**src/rtl/core/lsof_ram.sv**
```systemverilog
// Generic single-port-write, single-port-read RAM with registered read.
// No dependencies.
`default_nettype none
module lsof_ram #(
  parameter int WIDTH = 8,
  parameter int DEPTH = 16
) (
  input  wire logic                     clk_i,
  input  wire logic                     we_i,
  input  wire logic [$clog2(DEPTH)-1:0] waddr_i,
  input  wire logic [WIDTH-1:0]         wdata_i,
  input  wire logic [$clog2(DEPTH)-1:0] raddr_i,
  output logic      [WIDTH-1:0]         rdata_o
);
  logic [WIDTH-1:0] mem_q [DEPTH];

  always_ff @(posedge clk_i) begin
    if (we_i) mem_q[waddr_i] <= wdata_i;
    rdata_o <= mem_q[raddr_i];
  end
endmodule
`default_nettype wire

```
**config.mk**
```make
export PLATFORM = sky130hd
export DESIGN_NAME = lsof_ram
export DESIGN_NICKNAME = d
export VERILOG_FILES = /design/src/rtl/core/lsof_ram.sv
export SDC_FILE = /design/constraint.sdc
export NUM_CORES = 1
export LEC_CHECK = 0
export BUFFER_PORTS_ARGS = -buffer_cell sky130_fd_sc_hd__buf_2
export CAP_MARGIN = 20
export CORE_MARGIN = 2
export CORE_UTILIZATION = 40
export CTS_BUF_LIST = sky130_fd_sc_hd__clkbuf_4 sky130_fd_sc_hd__clkbuf_8
export CTS_CLUSTER_SIZE = 40
export DETAILED_ROUTE_END_ITERATION = 10
export GPL_ROUTABILITY_DRIVEN = 1
export PLACE_DENSITY_LB_ADDON = 0.3
export SYNTH_ARGS = -nofsm -noshare
export SYNTH_HDL_FRONTEND = slang
export SYNTH_SLANG_ARGS = --single-unit
```
**constraint.sdc**
```tcl
create_clock -name clk_i -period 1.7 [get_ports clk_i]
set_input_delay 0.17 -clock clk_i [delete_from_list [all_inputs] [get_ports clk_i]]
set_output_delay 0.17 -clock clk_i [all_outputs]
set_load 0.02 [all_outputs]
```
==> results of run 1 <==
[through the flow]
step / cell area (µm²) / setup slack [ns] / utilization (%)
after global placement: 5600 / 0.0568 / 44.5
after detailed placement: 5600 / 0.0782 / 44.5
final: 6030 / 0.323 / 47.9
after global routing: 6030 / 0.227 / 47.9
after floorplan: 5150 / 0.0371 / -
after CTS: 6030 / 0.331 / 47.9
[synthesized netlist by cell type, drive strengths merged]
cell type	count	area [µm²]
nand3b	2	15.0
and2	1	6.26
a22oi	16	120
nor2	13	48.8
edfxtp	128	3840
mux4	32	773
dfxtp	8	160
nand3	1	5.00
and2b	1	7.51
nand2b	2	12.5
nor3	4	20.0
clkdlybuf4s25	3	30.0
nand2	9	33.8
nor2b	1	6.26
buf	7	56.3
or3b	1	8.76
[power by group through the flow]
stage          logic [W]  clock network (W)  registers (W)
2_1_floorplan   0.000190                  0        0.00386
3_3_place_gp    0.000374                  0        0.00384
3_5_place_dp    0.000378                  0        0.00384
4_1_cts         0.000379            0.00281        0.00377
5_1_grt         0.000405            0.00295        0.00377
6_report        0.000371            0.00276        0.00377
[kinds of logic (layout without fill, tap and decap cells)]
logic type	after synthesis	after routing	synth area share, %
and+or+nand+nor	35	35	3.18
muxes	32	32	15.0
DFF	136	136	77.8
AOI/OAI and AO/OA	16	16	2.33
buffers and inverters	10	80	1.68
[flip-flops by register name, indices dropped and copies added (netlist names)]
name,cells
rdata_o,8
mem_q,128
[cell type report]
class | count | area (µm²)
clock buffer | 22 | 284
multi-input combinational | 83 | 1060
sequential | 136 | 4000
fill | 1031 | 6540
clock inverter | 10 | 143
timing repair buffer | 48 | 323
tap | 172 | 215
[worst paths after layout]
| kind | startpoint | to | slack [ns] | cells past startpoint |
|---|---|---|---|---|
| setup reg to reg | mem_q[1][3] | rdata_o[3] | 0.32 | 3 |
| hold / removal | wdata_i[7] | mem_q[1][7] | 0.11 | 1 |
| hold reg to reg | mem_q[14][3] | rdata_o[3] | 0.67 | 3 |
| setup / recovery | mem_q[1][3] | rdata_o[3] | 0.32 | 3 |
[per-layer routing]
layer	up-vias	routed length (µm)	global-route usage [%]	part of all wire (%)
met5	-	0	0	0
met4	0	108	5.42	1.2
met3	10	646	3.60	7.0
met2	78	4480	22.7	49
met1	1204	3940	19.5	43
li1	1085	-	-	-
==> metrics.csv, run 1 <==
metric;value;unit
layout_common_cells;edfxtp_1, buf_2, buf_4, clkbuf_8, mux4_2;
grt_pass1_vias;2383;
critPathBufInv;0;
power.leakage;2.04;nW
wl_per_cell;19.5;µm
layout-drive-gt1-share;33.1;%
clock-skew-final;0.0113;ns
critPathMaxStageDelay;0.50;ns
grt_max_degree;22;
track_usage;14.4;%
instances_no_fill;471;
syn_inst;229;
coreArea;0.0126;mm²
seqPwrFrac;54.6;%
setup_viol;0;
avgSynthCellArea;22.5;µm²
power_switching;0.00141;W
clk_pin_slew;0.08;ns
drt-total-wl;9180;µm
diodes;0;
io_pins;26;
cellPowerDensity;1140;mW/mm²
drc;0;
grt_overflow;0;
num_vias;2377;
syn_area;0.00515;mm²
vias_per_cell;5.05;
drt_pass1_iterations;4;
path_cells;mux4_1 -> a22oi_1 -> nand2_1;
final_common_cell;edfxtp_1;
power_frac_comb;5.4;%
cts_buffers;17;
design_power_total;0.00689;W
hp-class;in -> reg;
ys_ff_latch;136;
area_delta_synth_final;17.1;%
cp-end-kind;flop;
syn_nets;247;
die_y;117;µm
crit_fanout;1;
numPortBuffers;25;
hold_viol_final;0;
crit_type;reg -> reg;
cp.required;2.01;ns
rows;41;
ys_types;19;
cap_violations;0;
ys_warn_count;0;
internal-power;0.00549;W
arrival;1.69;ns
swShare;20.4;%
worst_slew_pin_slew;0.720;ns
nNetsFinal;304;
clk_path_buf_depth;2;
irDropWorstVdd;0.595;mV
worst_path_max_delay_cell;mux4_1;
antenna_found_initial;0;
outcome;finished clean;
slew_headroom;51.9;%
cp_top_family;multiplexers;
placedCellCount;439;
root_buffer;clkbuf_8;
die_w;117;µm
start_util;41.0;%
fin_setup_tns;0;ns
grt_pass1_wl;14300;µm
rsz0062_at_grt;false;
drt-initial-drc-count;190;
clock.fmax;726;MHz
cts_sinks;136;
post-route-period-util;81.0;%
post_cts_buffers;0;
ctsResizeCount;0;
dp_hpwl;6060;µm
clock_latency;0.43;ns
clkPwrFrac;40.0;%
seq_area_frac_synth;77.8;%
hold_ws;0.115;ns
antenna_left;0;
dieArea;0.0138;mm²
period_needed;1.38;ns
start_kind;flop;
slew_viol_final;0;
gp_congestion;0.731;
cts_tree;done;
hold_buffers;0;
htreeDepth;4;
Power figures use the tool's default switching activity.
==> run 2: changes to the inputs <==
- clock period: 1.7 -> 1.4 ns (I/O delays scaled with it)
==> run 2 against run 1 <==
Against the previous run:
- worst setup slack worse by 0.29 ns
- total power rose by 20%
- combinational power grew 26%
- via count is 2.6% higher
- critical path depth unchanged
- first-iteration DRC count down 9.5%
- wire length rose by 6.0%
- clock skew fell by 0.0055 ns
- critical path type unchanged
- largest power group unchanged
==> metrics.csv, run 2 (synthesized netlist as in run 1, its figures left out) <==
metric;value;unit;change
numPortBuffers;25;;unchanged
hp-class;in -> reg;;
htreeDepth;4;;unchanged
rrSetupSlack;0.03;ns;-0.29 ns
power_switching;0.00177;W;+26%
grt_pass1_wl;14900;µm;+4.3%
drt_pass1_iterations;4;;unchanged
layout-drive-gt1-share;34.8;%;+1.6 points
clkPwrFrac;39.1;%;-0.9 points
cellPowerDensity;1360;mW/mm²;+19%
drt-initial-drc-count;172;;-9.5%
drt-total-wl;9720;µm;+6.0%
cp.required;1.72;ns;-0.29 ns
placedCellCount;445;;+1.4%
grt_overflow;0;;unchanged
largest_reg_flops;128;;unchanged
layout_common_cells;edfxtp_1, buf_4, buf_2, mux4_2, clkbuf_8;;
worstHoldStart;wdata_i[2];;
cts_tree;done;;
cts_sinks;136;;unchanged
hold_viol_final;0;;unchanged
start_kind;flop;;
rr_startpoint;mem_q[2][1];;
path_cells;mux4_1 -> a22oi_1 -> nand2_1;;
clk_path_buf_depth;2;;unchanged
dieArea;0.0138;mm²;unchanged
rsz0062_at_grt;false;;
holdPathStages;1;;unchanged
num_vias;2439;;+2.6%
seqPwrFrac;55.2;%;+0.6 points
holdPathEnd;mem_q[0][2];;
cp-end-kind;flop;;
crit_type;reg -> reg;;
worst_slew_pin_slew;0.727;ns;+0.00715 ns
nNetsFinal;310;;+2.0%
vias_per_cell;5.11;;+1.3%
start_util;41.0;%;unchanged
period_needed;1.37;ns;-0.0112 ns
internal-power;0.00651;W;+19%
track_usage;15.0;%;+0.65 points
post_cts_buffers;0;;unchanged
arrival;1.68;ns;about the same
crit_start;mem_q[2][1];;
power.leakage;2.05;nW;+0.47%
coreArea;0.0126;mm²;unchanged
cap_violations;0;;unchanged
crit_fanout;1;;unchanged
final_common_cell;edfxtp_1;;
clock_latency;0.42;ns;about the same
antenna_found_initial;0;;unchanged
grt_pass1_vias;2552;;+7.1%
power_frac_comb;5.6;%;+0.2 points
reg2reg_to;rdata_o[1];;
worst-r2r-cell-count;3;;unchanged
post-route-period-util;97.5;%;+17 points
antenna_left;0;;unchanged
irDropWorstVdd;0.670;mV;+13%
swShare;21.4;%;+0.99 points
dp_hpwl;6560;µm;+8.3%
gp_congestion;0.760;;+4.0%
hold_ws;0.0924;ns;-0.0225 ns
setup_viol;0;;unchanged
die_w;117;µm;unchanged
outcome;finished clean;;
design_power_total;0.00828;W;+20%
clock-skew-final;0.00589;ns;-0.00546 ns
area_delta_synth_final;17.8;%;
worst_path_max_delay_cell;mux4_1;;
nFillCells;1050;;+1.8%
rows;41;;unchanged
critPathBufInv;0;;unchanged
wl_per_cell;20.4;µm;+4.7%
instances_no_fill;477;;+1.3%
slew_viol_final;0;;unchanged
root_buffer;clkbuf_8;;
slew_headroom;51.4;%;-0.48 points
top_register;mem_q;;
grt_max_degree;23;;+4.5%
io_pins;26;;unchanged
diodes;0;;unchanged
reg.largest.list;mem_q x128, rdata_o x8;;
cp_top_family;multiplexers;;
die_y;117;µm;unchanged
cts_buffers;17;;unchanged
clk_pin_slew;0.08;ns;about the same
drc;0;;unchanged
clock.fmax;732;MHz;+0.82%
critPathMaxStageDelay;0.50;ns;about the same
==> run 2: cell count changes in the layout (fill, tap and decap cells not counted) <==
cell,previous run,this run
buf_4,21,27
clkbuf_4,3,0
clkbuf_8,19,17
clkinv_4,2,3
clkinv_1,0,1
nor3_2,0,1
a22oi_1,16,15
a22oi_2,0,1
nor3_1,4,3
clkinvlp_4,1,4
==> run 2: how the worst max path moves through the flow <==
stage / end / slack, ns / cells after the start
after floorplan: mem_q[3][0] / -0.006 / 2
after global placement: rdata_o[1] / -0.18 / 5
after detailed placement: rdata_o[1] / -0.21 / 5
after CTS: rdata_o[1] / 0.03 / 3
after global routing: rdata_o[1] / 0.0005 / 3
final: rdata_o[1] / 0.03 / 3
==> run 2: area by class of cell <==
| cell class | count | area, µm² | share of cell area, % |
|---|---|---|---|
| Clock buffer | 17 | 234 | 3.86 |
| Sequential cell | 136 | 4000 | 66.0 |
| Tap cell | 172 | 215 | 3.55 |
| Multi-Input combinational cell | 83 | 1070 | 17.6 |
| Timing Repair Buffer | 54 | 368 | 6.06 |
| Clock inverter | 15 | 178 | 2.93 |
==> run 2: metrics by stage <==
step                      TNS (ns)  worst slack, ns  utilization [%]  instance area, µm²
after floorplan             -0.147         -0.00615                -                5150
after global placement       -1.30           -0.181             44.9                5650
after detailed placement     -1.59           -0.208             44.9                5650
after CTS                        0           0.0284             48.2                6060
after global routing             0         0.000509             48.3                6070
final                            0           0.0346             48.3                6070
==> run 2: power groups by stage <==
stage          Combinational, W  Clock (W)  Sequential [W]
2_1_floorplan          0.000231          0         0.00469
3_3_place_gp           0.000464          0         0.00466
3_5_place_dp           0.000475          0         0.00467
4_1_cts                0.000475    0.00333         0.00457
5_1_grt                0.000506    0.00350         0.00458
6_report               0.000467    0.00324         0.00457
==> run 2: layer usage <==
layer	vias to the layer above	routed length [µm]	track usage, %
li1	1095	-	-
met1	1266	4150	19.5
met2	74	5000	24.1
met3	4	503	3.79
met4	0	69	6.78
met5	-	0	0
==> run 2: what timing repair did <==
action                     CTS  global route
resized for setup            0             1
hold buffers                 0             0
setup endpoints to repair    0             1
==> run 3: changes to the inputs <==
- CORE_MARGIN: 2 -> unset
==> run 3 against run 2 <==
Against the previous run:
- maximum frequency grew 3.8%
- highest routed layer unchanged
- sequential power barely moved
- die area down 3.4%
- worst setup slack gained 0.050 ns
- critical path depth unchanged
- sequential cell count did not move
- critical path type unchanged
- cell count down 1.0%
- cell area shrank 0.14%
- critical endpoint is now rdata_o[4]
==> metrics.csv, run 3 (synthesized netlist as in run 1, its figures left out) <==
metric;value;unit;change
fin_area;0.00606;mm²;-0.14%
coreArea;0.0126;mm²;unchanged
worst_path_max_delay_cell;mux4_2;;
grt_overflow;0;;unchanged
track_usage;15.8;%;+0.73 points
layout_common_cells;edfxtp_1, buf_2, buf_4, mux4_2, clkbuf_8;;
nFillCells;1039;;-1.0%
grt_max_degree;19;;-17%
worst_slew_pin_slew;0.725;ns;-0.00219 ns
numPortBuffers;25;;unchanged
clk_path_buf_depth;2;;unchanged
drt-total-wl;9430;µm;-3.0%
outcome;finished clean;;
post-route-period-util;93.9;%;-3.6 points
cts_sinks;136;;unchanged
power.leakage;2.05;nW;about the same
rows;41;;unchanged
reg.largest.list;mem_q x128, rdata_o x8;;
dp_hpwl;6170;µm;-5.9%
cts_buffers;17;;unchanged
multi_input_area;0.00107;mm²;+0.47%
slew_headroom;51.6;%;+0.15 points
antenna_found_initial;0;;unchanged
rsz0062_at_grt;false;;
root_buffer;clkbuf_8;;
htreeDepth;4;;unchanged
cap_violations;0;;unchanged
drt_pass1_iterations;4;;unchanged
grt_pass1_vias;2492;;-2.4%
critPathMaxStageDelay;0.47;ns;-0.03 ns
cp-end-kind;flop;;
io_pins;26;;unchanged
num_vias;2403;;-1.5%
layout-drive-gt1-share;34.3;%;-0.42 points
final_common_cell;edfxtp_1;;
irDropWorstVdd;0.576;mV;-14%
dieArea;0.0133;mm²;-3.4%
gp_congestion;0.714;;-6.0%
crit_type;reg -> reg;;
hold_ws;0.0915;ns;-0.000910 ns
clock-skew-final;0.0169;ns;+0.0110 ns
drt-initial-drc-count;266;;+55%
cts_tree;done;;
antenna_left;0;;unchanged
die_y;115;µm;-1.7%
placed_area;0.00561;mm²;-0.66%
top_register;mem_q;;
start_util;41.0;%;unchanged
arrival;1.63;ns;-0.05 ns
cp.required;1.71;ns;about the same
clock.fmax;760;MHz;+3.8%
clock_latency;0.43;ns;about the same
largest_reg_flops;128;;unchanged
path_cells;mux4_2 -> a22oi_1 -> nand2_1;;
vias_per_cell;5.09;;-0.43%
slew_viol_final;0;;unchanged
regArea;0.00400;mm²;unchanged
nNetsFinal;305;;-1.6%
drc;0;;unchanged
diodes;0;;unchanged
hp-class;in -> reg;;
setup_viol;0;;unchanged
wl_per_cell;20.0;µm;-2.0%
design_power_total;0.00850;W;+2.6%
area_delta_synth_final;17.7;%;
cellPowerDensity;1400;mW/mm²;+2.8%
hold_buffers;0;;unchanged
die_w;115;µm;-1.7%
start_kind;flop;;
period_needed;1.31;ns;-0.0504 ns
crit_fanout;1;;unchanged
clk_pin_slew;0.08;ns;about the same
hold_viol_final;0;;unchanged
grt_pass1_wl;14400;µm;-3.0%
-- run 3: worst paths after layout --
path              cells after the start    startpoint  slack (ns)          end
setup / recovery                      3   mem_q[2][4]        0.09   rdata_o[4]
hold reg to reg                       3  mem_q[14][2]        0.67   rdata_o[2]
setup reg to reg                      3   mem_q[2][4]        0.09   rdata_o[4]
hold / removal                        1    wdata_i[4]        0.09  mem_q[6][4]
-- run 3: worst max-delay path: cells and delay by family (launching register included) --
| kind | cells | cell delay (ns) |
|---|---|---|
| multiplexers | 1 | 0.47 |
| flip-flops | 1 | 0.36 |
| AO/OA/AOI/OAI | 1 | 0.29 |
| AND/OR/NAND/NOR | 1 | 0.09 |
-- run 3: power by group --
part,internal (W),switching (W),total [W]
sequential,0.00455,0.0000251,0.00457
combinational,0.000194,0.000262,0.000456
clock,0.00208,0.00139,0.00347
-- run 3: cell type report --
class,instances,share of cell area [%]
Timing Repair Buffer,49,5.45
Sequential cell,136,66.1
Clock inverter,9,2.48
Multi-Input combinational cell,83,17.7
Tap cell,172,3.55
Clock buffer,23,4.71
-- run 3: per-layer routing --
metal | up-vias | routed length [µm] | global-route usage (%)
li1 | 1090 | - | -
met2 | 50 | 4830 | 25.9
met4 | 0 | 81 | 7.01
met3 | 4 | 306 | 4.29
met5 | - | 0 | 0
met1 | 1259 | 4220 | 19.7
-- run 3: timing repair --
action                                  in CTS  in global routing
endpoints found under the setup margin       0                  2
hold endpoints to repair                     0                  0
buffers inserted                             0                  0
resized for setup                            0                  2
-- run 3: metrics by stage --
stage / TNS (ns) / setup WS (ns) / utilization [%] / std cells
final: 0 / 0.0851 / 48.2 / 472
after global routing: 0 / 0.00405 / 48.2 / 472
after CTS: 0 / 0.0524 / 48.1 / 472
after floorplan: -0.147 / -0.00615 / - / 229
after global placement: -1.08 / -0.204 / 44.6 / 440
after detailed placement: -1.10 / -0.206 / 44.6 / 440
